==> src/hw/rtl/ffwa_pkg.sv <==
// ----------------------------------------------------------------------------
// ffwa_pkg: shared types for the first-fit wavelength allocator
// Holds the transaction payloads, the command and status codes, the link
// record passed between wavelength cells and the per-user counter word.
// ----------------------------------------------------------------------------
package ffwa_pkg;

  localparam int COUNT_W  = 32;
  localparam int WL_IDX_W = 6;   // wide enough for the largest wavelength table
  localparam int ROUTE_W  = 32;
  localparam int USER_W   = 8;
  localparam int WL_W     = 4;
  localparam int WL_CFG_W = 5;

  localparam logic [COUNT_W-1:0] COUNT_MAX = '1;

  typedef enum logic {
    CMD_ARRIVAL   = 1'b0,
    CMD_DEPARTURE = 1'b1
  } ffwa_cmd_e;

  typedef enum logic [1:0] {
    ST_ASSIGNED = 2'd0,
    ST_BLOCKED  = 2'd1,
    ST_RELEASED = 2'd2
  } ffwa_status_e;

  // Request transaction
  typedef struct packed {
    ffwa_cmd_e            command;
    logic [USER_W-1:0]    user_id;
    logic [ROUTE_W-1:0]   route_mask;
    logic [WL_W-1:0]      wavelength;
  } ffwa_req_t;

  // Response transaction
  typedef struct packed {
    ffwa_status_e         status;
    logic [WL_W-1:0]      assigned_wavelength;
    logic [COUNT_W-1:0]   arrivals_so_far;
    logic [COUNT_W-1:0]   total_blocked;
    logic [COUNT_W-1:0]   user_arrivals;
    logic [COUNT_W-1:0]   user_blocks;
  } ffwa_rsp_t;

  // Control broadcast to every wavelength cell
  typedef struct packed {
    logic                 go;        // commit the update this cycle
    ffwa_cmd_e            command;
    logic [WL_W-1:0]      wavelength;
    logic [WL_CFG_W-1:0]  wl_limit;
  } ffwa_cell_ctrl_t;

  // Record rippling from lower to higher wavelength cells
  typedef struct packed {
    logic                 found;
    logic [WL_IDX_W-1:0]  index;
  } ffwa_chain_t;

  // One word of the per-user counter memory
  typedef struct packed {
    logic [COUNT_W-1:0]   arrivals;
    logic [COUNT_W-1:0]   blocks;
  } ffwa_counts_t;

endpackage

==> src/hw/rtl/ffwa_cell.sv <==
// ----------------------------------------------------------------------------
// ffwa_cell: one wavelength cell
// Holds the link occupancy of one wavelength, tests the route for a fit and
// passes the first-fit record on to the next cell of the row.
// ----------------------------------------------------------------------------
module ffwa_cell import ffwa_pkg::*; #(
  parameter int LinkW = 32,
  parameter int Index = 0
) (
  input  logic            clk_i,
  input  logic            rst_ni,
  input  ffwa_cell_ctrl_t ctrl_i,
  input  logic [LinkW-1:0] route_i,
  input  ffwa_chain_t     chain_i,
  output ffwa_chain_t     chain_o
);

  logic [LinkW-1:0] occ_q, occ_d;
  logic in_range, fit, take, release_sel;

  // Test this wavelength against the route
  assign in_range    = int'(ctrl_i.wl_limit) > Index;
  assign fit         = in_range && ((occ_q & route_i) == '0);
  assign release_sel = int'(ctrl_i.wavelength) == Index;
  assign take        = ctrl_i.go && (ctrl_i.command == CMD_ARRIVAL) && fit && !chain_i.found;

  // Pass the first fit on, keep a lower one if already found
  assign chain_o.found = chain_i.found | fit;
  assign chain_o.index = chain_i.found ? chain_i.index : WL_IDX_W'(Index);

  // Mark links busy on a grant, clear them on a release
  always_comb begin
    occ_d = occ_q;
    if (take) begin
      occ_d = occ_q | route_i;
    end else if (ctrl_i.go && (ctrl_i.command == CMD_DEPARTURE) && release_sel) begin
      occ_d = occ_q & ~route_i;
    end
  end

  always_ff @(posedge clk_i or negedge rst_ni) begin
    if (!rst_ni) begin
      occ_q <= '0;
    end else begin
      occ_q <= occ_d;
    end
  end

endmodule

==> config.mk <==
export PLATFORM = sky130hd
export DESIGN_NAME = ffwa_cell
export DESIGN_NICKNAME = d
export VERILOG_FILES = /design/src/hw/rtl/ffwa_pkg.sv /design/src/hw/rtl/ffwa_cell.sv
export SDC_FILE = /design/constraint.sdc
export NUM_CORES = 1
export LEC_CHECK = 0
export ABC_AREA = 1
export BUFFER_PORTS_ARGS = -buffer_cell sky130_fd_sc_hd__buf_2
export CELL_PAD_IN_SITES_DETAIL_PLACEMENT = 1
export CELL_PAD_IN_SITES_GLOBAL_PLACEMENT = 2
export CORE_MARGIN = 3
export CORE_UTILIZATION = 27
export DETAILED_ROUTE_END_ITERATION = 12
export GPL_TIMING_DRIVEN = 0
export HOLD_SLACK_MARGIN = 0.03
export PLACE_DENSITY_LB_ADDON = 0.1
export SYNTH_ARGS = -nofsm -noshare
export SYNTH_HDL_FRONTEND = slang
export SYNTH_SLANG_ARGS = --single-unit
==> constraint.sdc <==
create_clock -name clk_i -period 1.39 [get_ports clk_i]
set_input_delay 0.0695 -clock clk_i [delete_from_list [all_inputs] [get_ports clk_i]]
set_output_delay 0.0695 -clock clk_i [all_outputs]
set_load 0.03 [all_outputs]
==> flow_summary.ini, run 1 <==
[place]
dp_cells = 386
postPlaceCellArea_mm2 = 0.00222
portBuffers = 57
gp_congestion = 0.705
dp_slack_ps = -170
hpwl_mm = 3.89

[synthesis]
synth_mux_area_frac = 0
synth_top_family_by_area = simple AND/OR/NAND/NOR gates
syn-cell-area_mm2 = 0.00183
postSynthCellCount = 252
synthXorXnorAreaFrac = 0
yosysWarningCount = 0
synth-compound-area-share = 0.0921
synth-simple-area-share = 0.344
synth.avg_cell_area_um2 = 7.28
synth.distinct_cells = 18
ys_seq_area_frac = 0.437
synth_nets = 304
synthAdderAreaFrac = 0
synth-seq-cells = 32

[critical_path]
path_max_fanout = 2
crit_buf_inv = 1
worst_setup_path_end_kind = output pin
crit_path_max_incr_delay_ps = 380
cp_data_required_time_ps = 1320
timing.critical_path.from_type = register
r2r_slack_ps = -70
path_cells = nand2_1 > nand2_2 > nor2_4 > nand2_2 > nor2_4 > a21o_2 > buf_6
cp_top_family = simple AND/OR/NAND/NOR gates
crit_slowest_cell = dfrtp_1
rr_worst_depth = 9
worstSetupPathType = reg2out
cp.arrival_ps = 1440

[route]
antenna_left = 0
drc = 0
viasPerCell = 4.69
dr_total_vias = 1861
drtPass1Iterations = 4
wl_per_cell_um = 13.3
drt-initial-drc-count = 40
totalWireLength_mm = 5.30

[floorplanning]
die_height_um = 88.4
die_width_um = 88.4
die-area_mm2 = 0.00782
rows = 29
ios = 59
core_mm2 = 0.00646
initial_utilization = 0.284

[cells_and_area]
utilization = 0.368
finalInstanceArea_mm2 = 0.00238
fin_cells = 397
drive_above_1_share = 0.275
final_cell_mix = nand2_1, buf_2, inv_1, nand4_1, dfrtp_1
antenna_cells = 0
final_common_cell = nand2_1
area_growth_pct = 29.7
nets = 372

[clocking]
clkTransAtPathRegs_ps = 70
clk_latency_ps = 290
clock_sinks = 32
clockBufferDepth = 2
tritoncts = done
cts-root-buf = clkbuf_8
htree_levels = 2
numCtsBuffers = 5

[power_and_ir_drop]
peakVddDrop_v = 0.000466
power_leakage_nw = 1.42
power_density_mw_per_mm2 = 1630

[timing]
slew_viol_final = 0
finClkSkew_ps = 11.5
relSlewSlack = 0.495
max_freq_mhz = 662
grt_setup_unrepaired = yes
hold_viol_final = 0
min_period_ps = 1510
setup_viol = 31
layout_setup_ws_ps = -121
worst_pin_slew_ps = 758
fin_crit_sh = 1.09

[global_route]
grt_max_degree = 33
grt_pass1_wl_mm = 9.14
grt_use_total = 0.149
grt_overflow = 0
antenna_found_initial = 0
grt_pass1_vias = 1981

[status]
violations = setup timing
status = complete, but fails checks

[job]
maxCapViolCount = 0

[min_path]
hold_depth = 3
hold_path.class = in2reg
min-delay-start = route_i[28]
==> cell usage after synthesis <==
master / count / share of area
buf_4: 3 / 0.012
nand3b_1: 1 / 0.0041
nor2_4: 1 / 0.0061
clkbuf_1: 3 / 0.0061
buf_2: 4 / 0.011
nor2_2: 4 / 0.014
o21ai_1: 15 / 0.041
nand3_1: 2 / 0.0055
nand2_1: 83 / 0.17
a21o_2: 1 / 0.0048
nand3_2: 1 / 0.0055
inv_1: 39 / 0.080
nor2_1: 8 / 0.016
dfrtp_1: 32 / 0.44
buf_6: 3 / 0.018
nor3b_2: 1 / 0.0068
nand4_1: 34 / 0.12
o21ai_0: 17 / 0.046
==> per-layer routing <==
layer / share of wire / global-route usage / vias to the layer above
met4: 0.0068 / 0.0330 / 0
met5: 0 / 0 / -
met3: 0.056 / 0.0354 / 4
met1: 0.49 / 0.206 / 857
met2: 0.44 / 0.236 / 48
li1: - / - / 952
==> layout make-up <==
cell class,instances,area (µm²)
Tap cell,77,96.3
Fill cell,821,4080
Buffer,13,98.8
Multi-Input combinational cell,168,817
Inverter,39,146
Sequential cell,32,801
Timing Repair Buffer,61,324
Clock buffer,7,96.3
==> power breakdown <==
part	switching [W]	internal, W	total [W]
combinational	0.000986	0.000686	0.00167
sequential	0.000164	0.00127	0.00143
clock	0.000337	0.000441	0.000778
==> worst min-delay path, cell delays in order <==
cell	delay [ps]
buf_2	120
nand4_1	80
nand2_1	40
==> repair_timing <==
item | in CTS | in global routing
pin swaps | 5 | 2
endpoints found under the hold margin | 32 | 0
endpoints found under the setup margin | 31 | 33
setup buffers | 3 | 0
hold buffers | 1 | 0
resized for setup | 10 | 0
==> worst max path at each step <==
stage,end,slack (ps),cells after the start
final,chain_o[6],-120,7
after global routing,chain_o[6],-210,7
after CTS,chain_o[6],-140,7
after detailed placement,register,-170,8
after global placement,register,-160,8
after floorplan,register,220,8
==> through the flow <==
stage,total power (W),setup TNS (ps),hold slack [ps]
final,0.00388,-1490,56.0
after global routing,0.00424,-4970,53.4
after CTS,0.00395,-1880,45.2
after detailed placement,0.00294,-4480,202
after global placement,0.00291,-4440,210
after floorplan,0.00247,0,-226
==> logic make-up (layout without fill, tap and decap cells) <==
logic type             Yosys count  after routing
DFF                             32             32
buffers and inverters           52            120
and+or+nand+nor                135            135
AOI/OAI and AO/OA               33             33
(Power assumes the default switching activity.)
==> run 2, diff against run 1 <==
==> constraint.sdc (replaced) <==
create_clock -name clk_i -period 1.39 [get_ports clk_i]
set_input_delay 0.278 -clock clk_i [delete_from_list [all_inputs] [get_ports clk_i]]
set_output_delay 0.278 -clock clk_i [all_outputs]
set_load 0.03 [all_outputs]
==> flow_summary.ini, run 2 (same netlist as run 1, synthesis figures left out) <==
[status]
status = complete, but fails checks
violations = setup timing

[cells_and_area]
fin_cells = 402
nets = 377
final_cell_mix = nand2_1, buf_2, inv_1, nand4_1, dfrtp_1
finalInstanceArea_mm2 = 0.00249
nFillCells = 821
area_growth_pct = 36.0
drive_above_1_share = 0.289
antenna_cells = 0
final_common_cell = nand2_1

[critical_path]
cp_data_required_time_ps = 1110
path_cells = nand2_1 > nand2_2 > nor2_4 > nand2_2 > nor2_4 > a21o_2 > buf_6
cp.arrival_ps = 1430
crit_path_max_incr_delay_ps = 390
worstSetupPathType = reg2out
crit_slowest_cell = dfrtp_1
crit_buf_inv = 1
cp_top_family = simple AND/OR/NAND/NOR gates
timing.critical_path.from_type = register
rr_worst_depth = 10
path_depth = 7
path_max_fanout = 2
worst_setup_path_end_kind = output pin

[timing]
max_freq_mhz = 585
min_period_ps = 1710
worst_pin_slew_ps = 758
setup_viol = 33
relSlewSlack = 0.495
hold_viol_final = 0
grt_setup_unrepaired = yes
fin_crit_sh = 1.23
layout_setup_ws_ps = -320
slew_viol_final = 0
finClkSkew_ps = 10.9

[route]
antenna_left = 0
totalWireLength_mm = 5.52
wl_per_cell_um = 13.7
drt-initial-drc-count = 45
dr_total_vias = 1898
drc = 0
viasPerCell = 4.72
drtPass1Iterations = 4

[clocking]
clkTransAtPathRegs_ps = 70
cts-root-buf = clkbuf_8
numCtsBuffers = 5
cts-hold-fix-buffers = 0
clk_latency_ps = 290
htree_levels = 2
tritoncts = done
clock_sinks = 32
clockBufferDepth = 2

[global_route]
grt_use_total = 0.149
antenna_found_initial = 0
grt_pass1_wl_mm = 9.15
grt_overflow = 0
grt_max_degree = 33
grt_pass1_vias = 1983

[power_and_ir_drop]
power_leakage_nw = 1.47
p_int_w = 0.00273
p_seq_frac = 0.332
switching_share = 0.368
pwr-share-comb = 0.488
p_switching_w = 0.00159
clkPwrFrac = 0.181
totalPowerFinal_w = 0.00431
power_density_mw_per_mm2 = 1730
peakVddDrop_v = 0.000467

[floorplanning]
core_mm2 = 0.00646
die_height_um = 88.4
ios = 59
die-area_mm2 = 0.00782
rows = 29
initial_utilization = 0.284
die_width_um = 88.4

[place]
dp_cells = 386
hpwl_mm = 3.89
postPlaceCellArea_mm2 = 0.00222
portBuffers = 57
gp_congestion = 0.705
dp_slack_ps = -329

[job]
maxCapViolCount = 0

[min_path]
hold_path.class = in2async
## run 2: power groups by stage
stage	clock network [W]	logic, W	registers, W
final	0.000779	0.00210	0.00143
after global routing	0.000864	0.00236	0.00147
after CTS	0.000813	0.00171	0.00143
after detailed placement	0	0.00150	0.00144
after global placement	0	0.00148	0.00143
after floorplan	0	0.00108	0.00140
## run 2: routing by layer
| layer | track usage | up-vias | share of wire |
|---|---|---|---|
| met4 | 0.0330 | 0 | 0.0080 |
| met2 | 0.236 | 46 | 0.44 |
| li1 | - | 960 | - |
| met5 | 0 | - | 0 |
| met1 | 0.207 | 887 | 0.50 |
| met3 | 0.0354 | 5 | 0.051 |
## run 2: cell type report
cell class | instances | area [µm²] | area share
plain buffers | 13 | 110 | 0.0441
clock buffers | 7 | 96.3 | 0.0386
flip-flops and latches | 32 | 801 | 0.321
well taps | 77 | 96.3 | 0.0386
inverters | 39 | 146 | 0.0587
repair buffers | 66 | 428 | 0.172
multi-input cells | 168 | 817 | 0.327
## run 2: repair_timing
| action | 4_1_cts | 5_1_grt |
|---|---|---|
| setup endpoints to repair | 31 | 33 |
| pin swaps | 6 | 5 |
| endpoints found under the hold margin | 0 | 0 |
| resized for setup | 10 | 7 |
| setup buffers | 3 | 3 |
| cloned | 0 | 3 |
## run 2: path summary, 6_finish.rpt
kind                        startpoint  slack [ps]                          to
max                           register        -320                  chain_o[6]
min                             rst_ni          60  asynchronous set/reset pin
max reg2reg                   register        -100                    register
min reg2reg                   register         490                    register
max in group asynchronous       rst_ni         840  asynchronous set/reset pin
min in group clk_i         route_i[27]         260                    register
## run 2: per-stage QoR
| step | utilization | hold slack [ps] | TNS (ps) |
|---|---|---|---|
| after global routing | 0.386 | 113 | -6610 |
| after detailed placement | 0.343 | 411 | -5250 |
| after CTS | 0.367 | 101 | -2090 |
| final | 0.386 | 63.7 | -2550 |
| after floorplan | - | -17.6 | 0 |
| after global placement | 0.343 | 419 | -5210 |
==> run 3, diff against run 2 <==
==> constraint.sdc (replaced) <==
create_clock -name clk_i -period 1.81 [get_ports clk_i]
set_input_delay 0.362 -clock clk_i [delete_from_list [all_inputs] [get_ports clk_i]]
set_output_delay 0.362 -clock clk_i [all_outputs]
set_load 0.03 [all_outputs]
==> flow_summary.ini, run 3 (same netlist as run 1, synthesis figures left out) <==
[job]
maxCapViolCount = 0

[route]
viasPerCell = 4.70
drc = 0
totalWireLength_mm = 5.32
dr_total_vias = 1862
drt-initial-drc-count = 38
wl_per_cell_um = 13.4
antenna_left = 0
drtPass1Iterations = 4

[floorplanning]
die_height_um = 88.4
die_width_um = 88.4
rows = 29
die-area_mm2 = 0.00782
initial_utilization = 0.284
core_mm2 = 0.00646
ios = 59

[critical_path]
crit_buf_inv = 1
r2r_slack_ps = 330
cp_data_required_time_ps = 1450
rr_worst_depth = 9
path_cells = nand2_1 > nand2_2 > nor2_4 > nand2_2 > nor2_4 > a21o_2 > buf_6
cp.arrival_ps = 1440
worstSetupPathType = reg2out
crit_slowest_cell = dfrtp_1
crit_path_max_incr_delay_ps = 390
worst_setup_path_end_kind = output pin
path_max_fanout = 2
path_depth = 7
cp_top_family = simple AND/OR/NAND/NOR gates
timing.critical_path.from_type = register

[place]
portBuffers = 57
gp_congestion = 0.705
dp_cells = 386
hpwl_mm = 3.89

[timing]
slew_viol_final = 0
setup_viol = 0
finClkSkew_ps = 11.6
min_period_ps = 1800
hold_viol_final = 0
fin_crit_sh = 0.996
relSlewSlack = 0.498
worst_pin_slew_ps = 752
max_freq_mhz = 555
grt_setup_unrepaired = yes

[global_route]
grt_pass1_vias = 1992
grt_pass1_wl_mm = 9.13
met2_usage = 0.237
grt_max_degree = 33
grt_busiest_layer = met2
met1_usage = 0.205
grt_use_total = 0.148
antenna_found_initial = 0
grt_overflow = 0
grt.met3_usage = 0.0354

[clocking]
cts-root-buf = clkbuf_8
tritoncts = done
numCtsBuffers = 5
clk_latency_ps = 290
clockBufferDepth = 2
clkTransAtPathRegs_ps = 70
htree_levels = 2
clock_sinks = 32

[power_and_ir_drop]
totalPowerFinal_w = 0.00294
power_leakage_nw = 1.41
peakVddDrop_v = 0.000359
power_density_mw_per_mm2 = 1250

[cells_and_area]
nets = 371
area_growth_pct = 28.6
fin_cells = 396
final_cell_mix = nand2_1, buf_2, inv_1, nand4_1, dfrtp_1
antenna_cells = 0
nFillCells = 823
drive_above_1_share = 0.276
final_common_cell = nand2_1

[status]
status = finished, final reports clean

[min_path]
hold_path.class = in2async
## run 3: changes by cell type in the layout (fill, tap and decap cells not counted), sizes merged
cell,change
buf,-3
clkbuf,-3
## run 3: layout make-up
type | count | area (µm²) | share of cell area
Inverter | 39 | 146 | 0.0621
Tap cell | 77 | 96.3 | 0.0408
Buffer | 13 | 87.6 | 0.0371
Clock buffer | 7 | 96.3 | 0.0408
Multi-Input combinational cell | 168 | 817 | 0.346
Timing Repair Buffer | 60 | 314 | 0.133
Sequential cell | 32 | 801 | 0.340
## run 3: worst max-delay path by stage
stage | endpoint | startpoint
after floorplan | chain_o[6] | register
after global placement | chain_o[6] | route_i[13]
after detailed placement | chain_o[6] | route_i[13]
after CTS | chain_o[6] | register
after global routing | chain_o[6] | register
final | chain_o[6] | register
## run 3: timing repair
item	CTS	global route
gates resized for setup	7	0
endpoints found under the setup margin	1	1
buffers inserted	3	0
hold buffers	0	0
pin swaps	7	2
## run 3: per-stage QoR
stage / utilization / setup slack (ps) / hold WS, ps / TNS (ps) / area [µm²]
6_report: 0.365 / 6.96 / 148 / 0 / 2360
5_1_grt: 0.365 / -81.4 / 194 / -81.4 / 2360
4_1_cts: 0.365 / -4.22 / 185 / -4.22 / 2360
3_5_place_dp: 0.343 / -76.9 / 485 / -76.9 / 2220
3_3_place_gp: 0.343 / -81.7 / 472 / -81.7 / 2220
2_1_floorplan: - / 373 / 66.4 / 0 / 1830
## run 3: worst reg2reg max path, delay by kind of cell (launching register included)
kind	cells	cell delay, ps
simple gates	7	680
flops	1	390
buf+inv	2	340
## run 3: metal layers
metal | up-vias | routed length [µm]
met5 | - | 0
met3 | 4 | 288
met1 | 864 | 2640
met4 | 0 | 36
li1 | 948 | -
met2 | 46 | 2350
## run 3: power breakdown
group	internal (W)	switching [W]	leakage, nW
Clock	0.000339	0.000261	0.0503
Combinational	0.000494	0.000751	0.937
Sequential	0.000972	0.000127	0.421
Total	0.00181	0.00114	1.41
